$ cat src/rtl/core/hrlp_pkg.sv
`timescale 1ns / 1ps
// Package for the HTTP request line parser: types, codes, limits and the method name table.
// Used by hrlp_step and http_request_line_parser_top. Has no dependencies of its own.
package hrlp_pkg;

    localparam int MAX_LINE      = 8192;
    localparam int MAX_FIELD     = 4096;
    localparam int VERSION_CHARS = 8;

    localparam int POS_W = 13;
    localparam int CNT_W = 12;
    localparam int CAP_W = 13;
    localparam int VCNT_W = 4;
    localparam int VIDX_W = 3;

    localparam int POS_CAP_I   = ((MAX_LINE - 1) < 8191) ? (MAX_LINE - 1) : 8191;
    localparam int FIELD_CAP_I = (MAX_FIELD < 4096) ? MAX_FIELD : 4096;

    localparam logic [POS_W-1:0] POS_CAP   = POS_W'(POS_CAP_I);
    localparam logic [CAP_W-1:0] FIELD_CAP = CAP_W'(FIELD_CAP_I);
    localparam logic [CAP_W-1:0] CAP_MIN   = CAP_W'(2);
    localparam logic [CAP_W-1:0] CAP_RESET = CAP_W'(1024);

    localparam int ADDR_W = 3;
    localparam int DATA_W = 32;

    typedef enum logic [0:0] {
        REG_PATH_CAP  = 1'b0,
        REG_QUERY_CAP = 1'b1
    } t_reg_index;

    typedef enum logic [3:0] {
        PH_METHOD  = 4'b0001,
        PH_URI     = 4'b0010,
        PH_VERSION = 4'b0100,
        PH_SKIP    = 4'b1000
    } t_phase;

    typedef enum logic [1:0] {
        VERDICT_OK      = 2'd0,
        VERDICT_BAD     = 2'd1,
        VERDICT_LONG    = 2'd2,
        VERDICT_VERSION = 2'd3
    } t_verdict;

    typedef enum logic [1:0] {
        KIND_NONE  = 2'd0,
        KIND_PATH  = 2'd1,
        KIND_QUERY = 2'd2
    } t_kind;

    typedef enum logic [1:0] {
        METHOD_GET    = 2'd0,
        METHOD_POST   = 2'd1,
        METHOD_PUT    = 2'd2,
        METHOD_DELETE = 2'd3
    } t_method;

    typedef logic [VERSION_CHARS-1:0][7:0] t_ver_bytes;

    typedef struct packed {
        logic [CAP_W-1:0] path_cap;
        logic [CAP_W-1:0] query_cap;
    } t_cfg;

    typedef struct packed {
        t_phase             phase;
        logic [POS_W-1:0]   pos;
        logic [3:0]         cand;
        logic [2:0]         mlen;
        logic [POS_W-1:0]   uri_start;
        logic               first_seen;
        logic               qmode;
        logic [CNT_W-1:0]   path_cnt;
        logic [CNT_W-1:0]   query_cnt;
        logic [1:0]         esc_rem;
        logic               esc_long;
        logic               pend_valid;
        t_verdict           pend_code;
        logic [POS_W-1:0]   pend_pos;
        t_verdict           err_code;
        logic [POS_W-1:0]   err_pos;
        logic [VCNT_W-1:0]  ver_cnt;
    } t_state;

    typedef struct packed {
        t_kind              data_kind;
        logic [7:0]         data_byte;
        logic [CNT_W-1:0]   data_index;
        logic               line_done;
        t_verdict           verdict;
        t_method            method_code;
        logic               version_major;
        logic [3:0]         version_minor;
        logic [CNT_W-1:0]   path_length;
        logic [CNT_W-1:0]   query_length;
        logic [POS_W-1:0]   error_position;
    } t_result;

    localparam t_state LINE_RESET = '{
        phase:      PH_METHOD,
        pos:        '0,
        cand:       4'b1111,
        mlen:       '0,
        uri_start:  '0,
        first_seen: 1'b0,
        qmode:      1'b0,
        path_cnt:   '0,
        query_cnt:  '0,
        esc_rem:    '0,
        esc_long:   1'b0,
        pend_valid: 1'b0,
        pend_code:  VERDICT_OK,
        pend_pos:   '0,
        err_code:   VERDICT_OK,
        err_pos:    '0,
        ver_cnt:    '0
    };

    function automatic logic [2:0] meth_len(input logic [1:0] k);
        logic [2:0] l;
        unique case (k)
            METHOD_GET:    l = 3'd3;
            METHOD_POST:   l = 3'd4;
            METHOD_PUT:    l = 3'd3;
            METHOD_DELETE: l = 3'd6;
            default:       l = 3'd3;
        endcase
        return l;
    endfunction

    function automatic logic [7:0] meth_char(input logic [1:0] k, input logic [2:0] i);
        logic [47:0] s;
        logic [7:0]  c;
        unique case (k)
            METHOD_GET:    s = {"GET", 24'd0};
            METHOD_POST:   s = {"POST", 16'd0};
            METHOD_PUT:    s = {"PUT", 24'd0};
            METHOD_DELETE: s = "DELETE";
            default:       s = '0;
        endcase
        unique case (i)
            3'd0:    c = s[47:40];
            3'd1:    c = s[39:32];
            3'd2:    c = s[31:24];
            3'd3:    c = s[23:16];
            3'd4:    c = s[15:8];
            3'd5:    c = s[7:0];
            default: c = 8'd0;
        endcase
        return c;
    endfunction

    function automatic logic is_hex(input logic [7:0] c);
        return (c >= "0" && c <= "9") || (c >= "a" && c <= "f") || (c >= "A" && c <= "F");
    endfunction

    function automatic logic [CAP_W-1:0] eff_cap(input logic [CAP_W-1:0] r);
        logic [CAP_W-1:0] v;
        if (r < CAP_MIN) begin
            v = CAP_MIN;
        end else if (r > FIELD_CAP) begin
            v = FIELD_CAP;
        end else begin
            v = r;
        end
        return v;
    endfunction

    function automatic logic [POS_W-1:0] pos_inc(input logic [POS_W-1:0] p);
        return (p < POS_CAP) ? p + POS_W'(1) : POS_CAP;
    endfunction

endpackage

$ cat src/rtl/core/http_request_line_parser_top.sv
`timescale 1ns / 1ps
// The result for a byte is shown in the cycle after its transaction, from an output register.
// Throughput: one byte per cycle; a new byte is taken while a result waits, as long as the
// output register is empty or being emptied in the same cycle, so the rate is set by the sink.
// Reset (synchronous, active low) returns the line state to the method phase, empties the
// output register and sets both capacities to 1024. No clearing pass is needed.
// Top level of the HTTP request line parser; depends on hrlp_pkg and hrlp_step.
module http_request_line_parser_top (
    input  logic                            i_clk,
    input  logic                            i_rst_n,

    input  logic                            i_in_valid,
    output logic                            o_in_ready,
    input  logic [7:0]                      i_line_byte,
    input  logic                            i_line_last,

    output logic                            o_out_valid,
    input  logic                            i_out_ready,
    output logic [1:0]                      o_data_kind,
    output logic [7:0]                      o_data_byte,
    output logic [11:0]                     o_data_index,
    output logic                            o_line_done,
    output logic [1:0]                      o_verdict,
    output logic [1:0]                      o_method_code,
    output logic                            o_version_major,
    output logic [3:0]                      o_version_minor,
    output logic [11:0]                     o_path_length,
    output logic [11:0]                     o_query_length,
    output logic [12:0]                     o_error_position,

    input  logic                            psel,
    input  logic                            penable,
    input  logic                            pwrite,
    input  logic [hrlp_pkg::ADDR_W-1:0]     paddr,
    input  logic [hrlp_pkg::DATA_W-1:0]     pwdata,
    output logic [hrlp_pkg::DATA_W-1:0]     prdata,
    output logic                            pready
);

    hrlp_pkg::t_state       r_state;
    hrlp_pkg::t_state       n_state;
    hrlp_pkg::t_ver_bytes   r_ver;
    hrlp_pkg::t_ver_bytes   n_ver;
    hrlp_pkg::t_result      r_out;
    hrlp_pkg::t_result      n_out;
    logic                   r_out_valid;
    logic [hrlp_pkg::CAP_W-1:0] r_path_cap;
    logic [hrlp_pkg::CAP_W-1:0] r_query_cap;
    hrlp_pkg::t_cfg         cfg;
    hrlp_pkg::t_reg_index   reg_sel;
    logic                   in_take;
    logic                   cfg_write;

    assign o_in_ready = !r_out_valid || i_out_ready;
    assign in_take    = i_in_valid && o_in_ready;

    assign pready    = 1'b1;
    assign reg_sel   = hrlp_pkg::t_reg_index'(paddr[2]);
    assign cfg_write = psel && penable && pwrite;

    always_comb begin
        unique case (reg_sel)
            hrlp_pkg::REG_PATH_CAP:  prdata = hrlp_pkg::DATA_W'(r_path_cap);
            hrlp_pkg::REG_QUERY_CAP: prdata = hrlp_pkg::DATA_W'(r_query_cap);
            default:                 prdata = '0;
        endcase
    end

    assign cfg.path_cap  = r_path_cap;
    assign cfg.query_cap = r_query_cap;

    hrlp_step u_step (
        .i_state  (r_state),
        .i_ver    (r_ver),
        .i_cfg    (cfg),
        .i_byte   (i_line_byte),
        .i_last   (i_line_last),
        .o_state  (n_state),
        .o_ver    (n_ver),
        .o_result (n_out)
    );

    always_ff @(posedge i_clk) begin
        if (!i_rst_n) begin
            r_state     <= hrlp_pkg::LINE_RESET;
            r_out_valid <= 1'b0;
            r_path_cap  <= hrlp_pkg::CAP_RESET;
            r_query_cap <= hrlp_pkg::CAP_RESET;
        end else begin
            if (in_take) begin
                r_state     <= n_state;
                r_out_valid <= 1'b1;
            end else if (i_out_ready) begin
                r_out_valid <= 1'b0;
            end
            if (cfg_write && reg_sel == hrlp_pkg::REG_PATH_CAP) begin
                r_path_cap <= pwdata[hrlp_pkg::CAP_W-1:0];
            end
            if (cfg_write && reg_sel == hrlp_pkg::REG_QUERY_CAP) begin
                r_query_cap <= pwdata[hrlp_pkg::CAP_W-1:0];
            end
        end
    end

    // Version bytes and the result payload carry no reset.
    always_ff @(posedge i_clk) begin
        if (in_take) begin
            r_ver <= n_ver;
            r_out <= n_out;
        end
    end

    assign o_out_valid      = r_out_valid;
    assign o_data_kind      = r_out.data_kind;
    assign o_data_byte      = r_out.data_byte;
    assign o_data_index     = r_out.data_index;
    assign o_line_done      = r_out.line_done;
    assign o_verdict        = r_out.verdict;
    assign o_method_code    = r_out.method_code;
    assign o_version_major  = r_out.version_major;
    assign o_version_minor  = r_out.version_minor;
    assign o_path_length    = r_out.path_length;
    assign o_query_length   = r_out.query_length;
    assign o_error_position = r_out.error_position;

endmodule

$ cat src/rtl/core/hrlp_step.sv
`timescale 1ns / 1ps
// Per-byte parser logic: next line state and the result for one byte of the request line.
// Purely combinational; depends on hrlp_pkg.
module hrlp_step (
    input  hrlp_pkg::t_state            i_state,
    input  hrlp_pkg::t_ver_bytes        i_ver,
    input  hrlp_pkg::t_cfg              i_cfg,
    input  logic [7:0]                  i_byte,
    input  logic                        i_last,
    output hrlp_pkg::t_state            o_state,
    output hrlp_pkg::t_ver_bytes        o_ver,
    output hrlp_pkg::t_result           o_result
);

    always_comb begin
        hrlp_pkg::t_state           st;
        hrlp_pkg::t_state           nx;
        hrlp_pkg::t_ver_bytes       ver;
        hrlp_pkg::t_result          res;
        logic [hrlp_pkg::POS_W-1:0] pos;
        logic [hrlp_pkg::POS_W-1:0] back;
        logic [hrlp_pkg::POS_W-1:0] pct;
        logic [hrlp_pkg::CNT_W-1:0] len;
        logic [hrlp_pkg::CAP_W-1:0] cap_m1;
        logic [1:0]                 esc_dec;
        logic                       commit_en;
        hrlp_pkg::t_verdict         commit_code;
        logic [hrlp_pkg::POS_W-1:0] commit_pos;
        logic                       hold_en;
        hrlp_pkg::t_verdict         hold_code;
        logic [hrlp_pkg::POS_W-1:0] hold_pos;
        logic                       do_echo;
        logic                       echo_query;
        logic                       hit;
        logic [1:0]                 hit_k;
        logic                       ver_ok;

        st  = i_state;
        nx  = i_state;
        ver = i_ver;
        res = '0;
        pos = st.pos;

        back = hrlp_pkg::POS_W'(2'd3 - st.esc_rem);
        pct  = (pos >= back) ? pos - back : '0;

        len    = st.qmode ? st.query_cnt : st.path_cnt;
        cap_m1 = hrlp_pkg::eff_cap(st.qmode ? i_cfg.query_cap : i_cfg.path_cap)
                 - hrlp_pkg::CAP_W'(1);

        esc_dec     = st.esc_rem - 2'd1;
        commit_en   = 1'b0;
        commit_code = hrlp_pkg::VERDICT_BAD;
        commit_pos  = '0;
        hold_en     = 1'b0;
        hold_code   = hrlp_pkg::VERDICT_BAD;
        hold_pos    = '0;
        do_echo     = 1'b0;
        echo_query  = st.qmode;
        hit         = 1'b0;
        hit_k       = '0;
        ver_ok      = 1'b0;

        unique case (st.phase)
            hrlp_pkg::PH_METHOD: begin
                if (i_byte == " ") begin
                    // The lowest-numbered live candidate of matching length wins.
                    for (int k = 3; k >= 0; k--) begin
                        if (st.cand[k] && st.mlen == hrlp_pkg::meth_len(2'(k))) begin
                            hit   = 1'b1;
                            hit_k = 2'(k);
                        end
                    end
                    if (st.mlen == '0 || !hit) begin
                        commit_en = 1'b1;
                    end else begin
                        nx.cand      = 4'b0001 << hit_k;
                        nx.phase     = hrlp_pkg::PH_URI;
                        nx.uri_start = hrlp_pkg::pos_inc(pos);
                    end
                end else begin
                    for (int k = 0; k < 4; k++) begin
                        if (st.mlen >= hrlp_pkg::meth_len(2'(k)) ||
                            hrlp_pkg::meth_char(2'(k), st.mlen) != i_byte) begin
                            nx.cand[k] = 1'b0;
                        end
                    end
                    if (st.mlen != 3'd7) begin
                        nx.mlen = st.mlen + 3'd1;
                    end
                end
            end
            hrlp_pkg::PH_URI: begin
                if (i_byte == " ") begin
                    if (st.pend_valid) begin
                        commit_en   = 1'b1;
                        commit_code = st.pend_code;
                        commit_pos  = st.pend_pos;
                    end else if (!st.first_seen) begin
                        commit_en  = 1'b1;
                        commit_pos = st.uri_start;
                    end else if (st.esc_rem != '0) begin
                        commit_en  = 1'b1;
                        commit_pos = pct;
                    end else begin
                        nx.phase     = hrlp_pkg::PH_VERSION;
                        nx.uri_start = hrlp_pkg::pos_inc(pos);
                        nx.ver_cnt   = '0;
                    end
                end else if (st.pend_valid) begin
                    // A held error only waits for the closing space.
                end else if (st.esc_rem != '0) begin
                    if (!hrlp_pkg::is_hex(i_byte)) begin
                        hold_en  = 1'b1;
                        hold_pos = pct;
                    end else begin
                        nx.esc_rem = esc_dec;
                        if (!st.esc_long) begin
                            do_echo = 1'b1;
                        end else if (esc_dec == '0) begin
                            hold_en   = 1'b1;
                            hold_code = hrlp_pkg::VERDICT_LONG;
                            hold_pos  = pct;
                        end
                    end
                end else if (!st.first_seen && i_byte != "/") begin
                    nx.first_seen = 1'b1;
                    hold_en       = 1'b1;
                    hold_pos      = st.uri_start;
                end else begin
                    nx.first_seen = 1'b1;
                    if (i_byte < 8'h20 || i_byte >= 8'h7F || i_byte == "#") begin
                        hold_en  = 1'b1;
                        hold_pos = pos;
                    end else if (!st.qmode && i_byte == "?") begin
                        // The question mark opens the query and is stored with no size check.
                        nx.qmode   = 1'b1;
                        do_echo    = 1'b1;
                        echo_query = 1'b1;
                    end else if ({1'b0, len} >= cap_m1) begin
                        hold_en   = 1'b1;
                        hold_code = hrlp_pkg::VERDICT_LONG;
                        hold_pos  = pos;
                    end else if (i_byte == "%") begin
                        nx.esc_rem  = 2'd2;
                        nx.esc_long = ({1'b0, len} + hrlp_pkg::CAP_W'(3)) > cap_m1;
                        do_echo     = !nx.esc_long;
                    end else begin
                        do_echo = 1'b1;
                    end
                end
            end
            hrlp_pkg::PH_VERSION: begin
                if (st.ver_cnt < 4'(hrlp_pkg::VERSION_CHARS)) begin
                    ver[st.ver_cnt[hrlp_pkg::VIDX_W-1:0]] = i_byte;
                end
                if (st.ver_cnt < 4'(hrlp_pkg::VERSION_CHARS + 1)) begin
                    nx.ver_cnt = st.ver_cnt + 4'd1;
                end
            end
            hrlp_pkg::PH_SKIP: begin
            end
            default: begin
            end
        endcase

        if (hold_en) begin
            nx.pend_valid = 1'b1;
            nx.pend_code  = hold_code;
            nx.pend_pos   = hold_pos;
            nx.esc_rem    = '0;
        end
        if (commit_en) begin
            nx.err_code = commit_code;
            nx.err_pos  = commit_pos;
            nx.phase    = hrlp_pkg::PH_SKIP;
        end

        if (do_echo) begin
            res.data_byte = i_byte;
            if (echo_query) begin
                res.data_kind  = hrlp_pkg::KIND_QUERY;
                res.data_index = nx.query_cnt;
                nx.query_cnt   = nx.query_cnt + hrlp_pkg::CNT_W'(1);
            end else begin
                res.data_kind  = hrlp_pkg::KIND_PATH;
                res.data_index = nx.path_cnt;
                nx.path_cnt    = nx.path_cnt + hrlp_pkg::CNT_W'(1);
            end
        end

        nx.pos = hrlp_pkg::pos_inc(pos);

        if (i_last) begin
            res.line_done = 1'b1;
            unique case (nx.phase)
                hrlp_pkg::PH_SKIP: begin
                    res.verdict        = nx.err_code;
                    res.error_position = nx.err_pos;
                end
                hrlp_pkg::PH_METHOD: begin
                    res.verdict = hrlp_pkg::VERDICT_BAD;
                end
                hrlp_pkg::PH_URI: begin
                    res.verdict        = hrlp_pkg::VERDICT_BAD;
                    res.error_position = nx.uri_start;
                end
                hrlp_pkg::PH_VERSION: begin
                    ver_ok = nx.ver_cnt == 4'(hrlp_pkg::VERSION_CHARS) &&
                             ver[0] == "H" && ver[1] == "T" && ver[2] == "T" &&
                             ver[3] == "P" && ver[4] == "/" &&
                             ver[5] >= "0" && ver[5] <= "9" && ver[6] == "." &&
                             ver[7] >= "0" && ver[7] <= "9";
                    if (!ver_ok) begin
                        res.verdict        = hrlp_pkg::VERDICT_BAD;
                        res.error_position = nx.uri_start;
                    end else if ((ver[5] == "0" && ver[7] == "9") ||
                                 (ver[5] == "1" && (ver[7] == "0" || ver[7] == "1"))) begin
                        // ASCII digits carry their value in the low nibble.
                        res.verdict       = hrlp_pkg::VERDICT_OK;
                        res.version_major = ver[5][0];
                        res.version_minor = ver[7][3:0];
                        res.path_length   = nx.path_cnt;
                        res.query_length  = nx.query_cnt;
                        priority if (nx.cand[0]) begin
                            res.method_code = hrlp_pkg::METHOD_GET;
                        end else if (nx.cand[1]) begin
                            res.method_code = hrlp_pkg::METHOD_POST;
                        end else if (nx.cand[2]) begin
                            res.method_code = hrlp_pkg::METHOD_PUT;
                        end else begin
                            res.method_code = hrlp_pkg::METHOD_DELETE;
                        end
                    end else begin
                        res.verdict        = hrlp_pkg::VERDICT_VERSION;
                        res.error_position = nx.uri_start;
                    end
                end
                default: begin
                    res.verdict = hrlp_pkg::VERDICT_BAD;
                end
            endcase
            nx = hrlp_pkg::LINE_RESET;
        end

        o_state  = nx;
        o_ver    = ver;
        o_result = res;
    end

endmodule
$ cat config.mk
export PLATFORM = sky130hd
export DESIGN_NAME = http_request_line_parser_top
export DESIGN_NICKNAME = d
export VERILOG_FILES = /design/src/rtl/core/hrlp_pkg.sv /design/src/rtl/core/http_request_line_parser_top.sv /design/src/rtl/core/hrlp_step.sv
export SDC_FILE = /design/constraint.sdc
export NUM_CORES = 1
export LEC_CHECK = 0
export BUFFER_PORTS_ARGS = -buffer_cell sky130_fd_sc_hd__buf_2
export CAP_MARGIN = 40
export CORE_UTILIZATION = 62
export CTS_BUF_LIST = sky130_fd_sc_hd__clkbuf_8
export DETAILED_ROUTE_END_ITERATION = 10
export PLACE_DENSITY = 0.91
export SLEW_MARGIN = 10
export SYNTH_ARGS = -nofsm -noshare
export SYNTH_HDL_FRONTEND = slang
export SYNTH_SLANG_ARGS = --single-unit
export TNS_END_PERCENT = 10
$ cat constraint.sdc
create_clock -name i_clk -period 7.2 [get_ports i_clk]
set_clock_uncertainty 0.1 [all_clocks]
set_input_delay 1.08 -clock i_clk [delete_from_list [all_inputs] [get_ports i_clk]]
set_output_delay 1.08 -clock i_clk [all_outputs]
set_load 0.01 [all_outputs]
== After elaboration in Yosys (flattened, before gate mapping) ==
Index checks and enable logic that the tools add are counted.

* Add/subtract/negate cells: 10
* Order comparisons: 25
* Equal/unequal tests: 51
* Shifts and indexed selects: 1
* Muxes and demuxes: 183
* Bitwise operators: 5
* Reduce and logical (&&, ||, !) cells: 66

{| class="wikitable"
|+ Operator list
! kind !! count
|-
| 13-bit two-way mux || 29
|-
| 64-bit two-way mux || 2
|-
| 101-bit two-way mux || 1
|-
| 31-bit two-way mux || 3
|-
| 8-bit by 6-bit equality test with 1-bit output (second input constant) || 11
|-
| 8-bit two-way mux || 9
|-
| 3-bit two-way mux || 22
|-
| 64-bit bitwise mux || 1
|-
| 2-bit two-way mux || 32
|-
| 32-bit one-hot mux with 2 select lines || 1
|-
| 4-bit two-way mux || 14
|-
| 7-bit one-hot mux with 4 select lines || 2
|-
| 1-bit two-way mux || 49
|-
| 12-bit two-way mux || 4
|-
| 47-bit two-way mux || 1
|-
| 7-bit one-hot mux with 3 select lines || 2
|-
| 13-bit one-hot mux with 3 select lines || 1
|-
| 8-bit by 7-bit equality test with 1-bit output (second input constant) || 4
|-
| 8-bit != test || 4
|-
| 1-bit logical AND || 27
|-
| 13-bit one-hot mux with 2 select lines || 1
|-
| 12-bit by 1-bit adder with 12-bit output (second input constant) || 2
|-
| 8-bit demux with 3-bit select || 1
|-
| 8-bit by 6-bit >= comparator with 1-bit output (second input constant) || 3
|-
| other kinds (59) || 115
|}

* Register bits after elaboration: 261
* Input bits: 51
* Output and inout bits: 104
* Word-level logic and storage cells: 382

== Depth between registers and ports, before layout ==
* Depth in word-level cells: 23
* Depth in mapped cells: 24
* Depth with buffers taken out: 19

== Hierarchy ==
From an unflattened synthesis, not the netlist that was laid out.

* Cells, all modules: 1,922
* Area total of the unflattened synthesis: 16,637.2 um2

{| class="wikitable"
|+ Modules (own cells, without submodules)
! module !! instances !! cells an instance !! area each (um2)
|-
| http_request_line_parser_top || 1 || 714 || 9,260.1
|-
| hrlp_step || 1 || 1,208 || 7,377.1
|}

== Worst setup path after synthesis ==
Ideal clock, no wire load.

* Path type: input -> register
* Start: input port i_out_ready
* End: register r_state[3] in the netlist's numbering
* Setup time: 119 ps
* Arrival: 6,332 ps
* Data required time: 6,981 ps
* Setup slack: 649 ps
* Cell stages on the path: 7
* Path buffers: 2
* Cell sequence: nand2b_1 nand2_1 inv_1 clkbuf_1 clkbuf_1 o21ai_0 o211a_1

* Longest elaborated chain between the ends: 2

{| class="wikitable"
|+ RTL lines
! item !! RTL line !! RTL
|-
| start: declaration || http_request_line_parser_top.sv:18 || <nowiki>input logic i_out_ready,</nowiki>
|-
| 1-bit logical OR || http_request_line_parser_top.sv:54 || <nowiki>assign o_in_ready = !r_out_valid || i_out_ready;</nowiki>
|-
| 1-bit logical AND || http_request_line_parser_top.sv:55 || <nowiki>assign in_take = i_in_valid && o_in_ready;</nowiki>
|-
| net in_take || http_request_line_parser_top.sv:51 || <nowiki>logic in_take;</nowiki>
|-
| end signal: assignment || http_request_line_parser_top.sv:85 || <nowiki>r_state <= hrlp_pkg::LINE_RESET;</nowiki>
|-
| end signal: assignment || http_request_line_parser_top.sv:91 || <nowiki>r_state <= n_state;</nowiki>
|-
| end: declaration || http_request_line_parser_top.sv:40 || <nowiki>hrlp_pkg::t_state r_state;</nowiki>
|}

The timed path passes the listed nets, and every way through them passes these cells.
A chain may end at the register's enable or synchronous reset.

== Worst setup path after layout ==
* Start: register r_state[62] in the netlist's numbering
* End: register r_out (netlist bit o_query_length[1]) (data pin)

* Longest elaborated chain between the ends: 17

{| class="wikitable"
|+ RTL lines
! item !! RTL line !! RTL
|-
| 13-bit two-way mux || hrlp_step.sv:48 || <nowiki>cap_m1 = hrlp_pkg::eff_cap(st.qmode ? i_cfg.query_cap : i_cfg.path_cap)</nowiki>
|-
| 13-bit greater-than comparator || hrlp_pkg.sv:162 || <nowiki>end else if (r > FIELD_CAP) begin</nowiki>
|-
| 13-bit two-way mux || hrlp_pkg.sv:162 ||
|-
| 13-bit two-way mux || hrlp_pkg.sv:160 || <nowiki>if (r < CAP_MIN) begin</nowiki>
|-
| 13-bit by 1-bit subtractor with 13-bit output || hrlp_step.sv:49 || <nowiki>- hrlp_pkg::CAP_W'(1);</nowiki>
|-
| 13-bit greater-than comparator || hrlp_step.sv:146 || <nowiki>nx.esc_long = ({1'b0, len} + hrlp_pkg::CAP_W'(3)) > cap_m1;</nowiki>
|-
| 1-bit zero test || hrlp_step.sv:147 || <nowiki>do_echo = !nx.esc_long;</nowiki>
|-
| 1-bit two-way mux || hrlp_step.sv:144 || <nowiki>end else if (i_byte == "%") begin</nowiki>
|-
| 1-bit two-way mux || hrlp_step.sv:140 || <nowiki>end else if ({1'b0, len} >= cap_m1) begin</nowiki>
|-
| 1-bit two-way mux || hrlp_step.sv:135 || <nowiki>end else if (!st.qmode && i_byte == "?") begin</nowiki>
|-
| 1-bit two-way mux || hrlp_step.sv:132 || <nowiki>if (i_byte < 8'h20 || i_byte >= 8'h7F || i_byte == "#") begin</nowiki>
|-
| 1-bit two-way mux || hrlp_step.sv:126 || <nowiki>end else if (!st.first_seen && i_byte != "/") begin</nowiki>
|-
| 1-bit two-way mux || hrlp_step.sv:112 || <nowiki>end else if (st.esc_rem != '0) begin</nowiki>
|-
| 1-bit two-way mux || hrlp_step.sv:110 || <nowiki>end else if (st.pend_valid) begin</nowiki>
|-
| 1-bit two-way mux || hrlp_step.sv:94 || <nowiki>if (i_byte == " ") begin</nowiki>
|-
| 1-bit two-way mux || hrlp_step.sv:64 || <nowiki>unique case (st.phase)</nowiki>
|-
| 24-bit two-way mux (*) || hrlp_step.sv:179 || <nowiki>if (do_echo) begin</nowiki>
|-
| end signal: assignment || http_request_line_parser_top.sv:109 || <nowiki>r_out <= n_out;</nowiki>
|-
| end: declaration || http_request_line_parser_top.sv:44 || <nowiki>hrlp_pkg::t_result r_out;</nowiki>
|}

Every way passes the cells marked *; elsewhere a longest branch is shown, timed or not.

==> results.yml <==
outcome:
  status: "completed"
power:
  switchingPower_w: 0.0008656
  internal-power_w: 0.002538
  p_leak_nw: 6.510
  ir_worst_vdd_uv: 181.8
  fin_total_pwr_w: 0.003404
  seqPwrFrac_pct: 48.2
  clockPowerShare_pct: 43.7
  powerDensity_mw_per_mm2: 194.0
  switching_share_pct: 25.43
  comb_power_share_pct: 8.1
flow_run:
  maxCapViolCount: 0
floorplanning:
  die_y_um: 162.6
  num_io_pins: 155
  die_x_um: 162.6
  fp.coreArea_mm2: 0.02525
  die_area_mm2: 0.02644
  fp-row-count: 58
  start_util_pct: 63.32
final_layout:
  nets: 1942
  num_antenna_cells: 0
  area_growth_syn_to_layout_pct: 9.703
  num-fill-cells: 1902
  final_area_mm2: 0.01754
  final-instance-count-excl-fill: 2216
  drive_gt1_share_pct: 16.54
  multi_input_area_mm2: 0.008613
  seq_area_mm2: 0.006558
worst_setup_path:
  arrival_ns: 6.56
  r2r-start: "r_state[62]"
  r2r_setup_slack_ns: 0.96
  setup.worst_path.start: "r_state[62]"
  r2r_end: "o_query_length[1]"
  startpoint_type: "flip-flop"
  worstPathMaxFanout: 27
  setup.worst_path.class: "reg2reg"
  worst_setup_path_end_kind: "flip-flop"
  cp-endpoint: "o_query_length[1]"
  worstRegToRegCells: 20
  required_ns: 7.52
logic_synthesis:
  synthArstFlopShare_pct: 0
  synth_xor_area_share_pct: 2.246
  netlist-cell-type-count: 91
  syn_avg_cell_area_um2: 8.834
  synthAdderAreaFrac_pct: 3.333
  synth_flop_cell: "edfxtp_1"
  synth_compound_gate_area_share_pct: 19.12
  syn-instance-count: 1810
  synthesis.area_mm2: 0.01599
  synth_mux_area_share_pct: 8.279
  ys.warnings.count: 0
  synth-edff-count: 133
  synth-seq-cells: 261
  synth_top_family_by_area: "simple AND/OR/NAND/NOR gates"
  yosysSeqAreaShare_pct: 41.00
  synth-simple-area-share_pct: 20.16
sta:
  setup_viol: 0
  hold_viol: 0
  setup_tns_ns: 0
  fmax_mhz: 160.3
  slew_headroom_pct: 37.34
  rsz0062_at_grt: "no"
  finalCriticalPeriod_ns: 6.237
  slew_violations: 0
  hold-worst-slack_ns: 0.3769
  worstMarginPinSlew_ns: 0.9399
  period_share_pct: 86.62
routing:
  ant_nets: 0
  drc: 0
  num_vias: 14760
  routed_via_density: 6.659
  wl_per_cell_um: 20.12
  wirelength_um: 44590
  drt_pass1_iterations: 6
  drt_iter0_drc: 1687
place:
  hpwl_um: 29630
  place_area_mm2: 0.01655
  finalWeightedCongestion: 0.9681
  io_buffer_count: 113
  dp.cells: 2131
grt:
  grt_max_degree: 81
  grt_pass1_wl_um: 70550
  antenna_found_initial: 0
  grtUsageTotal_pct: 33.22
  first_global_vias: 13850
  grt-ovfl-total: 0
min_path:
  hold_class: "reg2reg"
clock_network:
  cts_hold_buffers: 0
  cts_root_buffer: "clkbuf_8"
  postCtsSetupBuffers: 0
  cts_tree: "built"
  clock_sinks: 261
  insertion_delay_ns: 0.59
  cts_buffers: 45
  clk_pin_slew_ns: 0.06
  htree_levels: 2
  ctsResizeCount: 0
  clock_path_buffers: 3
## layout make-up
cell class	instances	area share [%]
Sequential cell	261	37.38
Multi-Input combinational cell	1348	49.10
Inverter	58	1.270
Tap cell	330	2.354
Clock inverter	33	1.626
Timing Repair Buffer	135	4.265
Clock buffer	51	4.001
## layout by cell type, fill, tap and decap left out, types with 21 or more instances in the layout
| cell | netlist | final |
|---|---|---|
| a22oi_1 | 36 | 36 |
| ha_1 | 41 | 41 |
| xnor2_1 | 26 | 26 |
| conb_1 | 2 | 23 |
| and3_1 | 26 | 26 |
| nor2_1 | 145 | 144 |
| buf_2 | 13 | 113 |
| mux2_2 | 67 | 67 |
| mux2i_1 | 54 | 54 |
| a21oi_1 | 128 | 128 |
| o21ai_0 | 89 | 89 |
| clkbuf_8 | 0 | 51 |
| nor4_1 | 23 | 21 |
| dfxtp_1 | 128 | 127 |
| edfxtp_1 | 133 | 133 |
| inv_1 | 54 | 67 |
| nand3_1 | 65 | 65 |
| a31oi_1 | 30 | 28 |
| nor3_1 | 55 | 55 |
| nand2_1 | 195 | 194 |
## worst max-delay path, cell delays in order (launching register included)
cell      delay [ns]
dfxtp_2         0.65
or4_1           0.20
nor2_1          0.04
o211ai_1        0.27
and2_1          0.42
nor2_1          0.15
or4_1           0.67
nor3_1          0.24
a21oi_1         0.06
o21ai_0         0.28
ha_1            0.19
nand3_1         0.10
or2_2           0.31
a21o_1          0.17
and3_1          0.17
a221o_1         0.28
mux2i_2         0.45
a211o_1         0.73
buf_4           0.30
o21ai_0         0.10
a21oi_1         0.18
## stage by stage
stage / worst slack, ns / utilization (%)
6_report: 0.9635 / 69.46
4_1_cts: 1.025 / 69.44
3_5_place_dp: 1.042 / 65.53
5_1_grt: 0.4722 / 69.46
3_3_place_gp: 1.132 / 65.33
2_1_floorplan: 0.6489 / -
## Yosys cell counts (18+ instances only)
cell | instances | area, um2
nand3_1 | 65 | 325.3
nand2_1 | 195 | 732.0
nor4_1 | 23 | 143.9
edfxtp_1 | 133 | 3994
inv_1 | 54 | 202.7
nand4_1 | 20 | 125.1
o21ai_0 | 89 | 445.4
o31ai_1 | 19 | 142.6
clkbuf_1 | 118 | 442.9
ha_1 | 41 | 513.0
or3_1 | 18 | 112.6
mux2i_1 | 54 | 540.5
mux2_2 | 67 | 754.5
a22oi_1 | 36 | 270.3
buf_4 | 21 | 157.7
nor2_1 | 145 | 544.3
or4_1 | 20 | 150.1
nor3_1 | 55 | 275.3
dfxtp_1 | 128 | 2562
a31oi_1 | 30 | 187.7
and3_1 | 26 | 162.7
a21oi_1 | 128 | 640.6
xnor2_1 | 26 | 227.7
o22ai_1 | 19 | 118.9
## power by group through the flow
| stage | logic [W] | clock network (W) | registers [W] |
|---|---|---|---|
| 2_1_floorplan | 0.000178 | 0 | 0.00168 |
| 3_3_place_gp | 0.000257 | 0 | 0.00167 |
| 3_5_place_dp | 0.000269 | 0 | 0.00167 |
| 4_1_cts | 0.000270 | 0.00149 | 0.00164 |
| 5_1_grt | 0.000297 | 0.00155 | 0.00164 |
| 6_report | 0.000276 | 0.00149 | 0.00164 |
## registers in the layout, summed over array words and instances, names as in the netlist, 4 cells and up
signal	cells
r_ver	64
r_state	101
o_version_minor	4
o_path_length	12
o_data_index	12
o_query_length	12
r_path_cap	13
o_error_position	13
o_data_byte	8
r_query_cap	13
## per-layer routing
layer | track usage (%) | vias up | part of all wire [%]
li1 | - | 6750 | -
met4 | 14.66 | 0 | 3.3
met1 | 42.80 | 6930 | 40
met5 | 0 | - | 0
met2 | 54.84 | 946 | 47
met3 | 5.679 | 131 | 10
## worst min-delay path by stage
stage                              start             end  slack, ns  cells past startpoint
after CTS                 r_query_cap[0]  r_query_cap[0]       0.38                      2
after global routing      r_query_cap[0]  r_query_cap[0]       0.39                      2
after detailed placement  r_query_cap[0]  r_query_cap[0]       0.37                      2
final                     r_query_cap[0]  r_query_cap[0]       0.38                      2
after global placement    r_query_cap[0]  r_query_cap[0]       0.36                      2
after floorplan           r_query_cap[1]  r_query_cap[1]       0.34                      2
## logic make-up after synthesis
group                    after synthesis
AND/OR/NAND/NOR                      652
AO/OA/AOI/OAI                        467
flip-flops                           261
buffers and inverters                222
multiplexers                         123
adder cells (fa/ha/maj)               42
XOR/XNOR                              41
other                                  2
(Power assumes the default switching activity.)
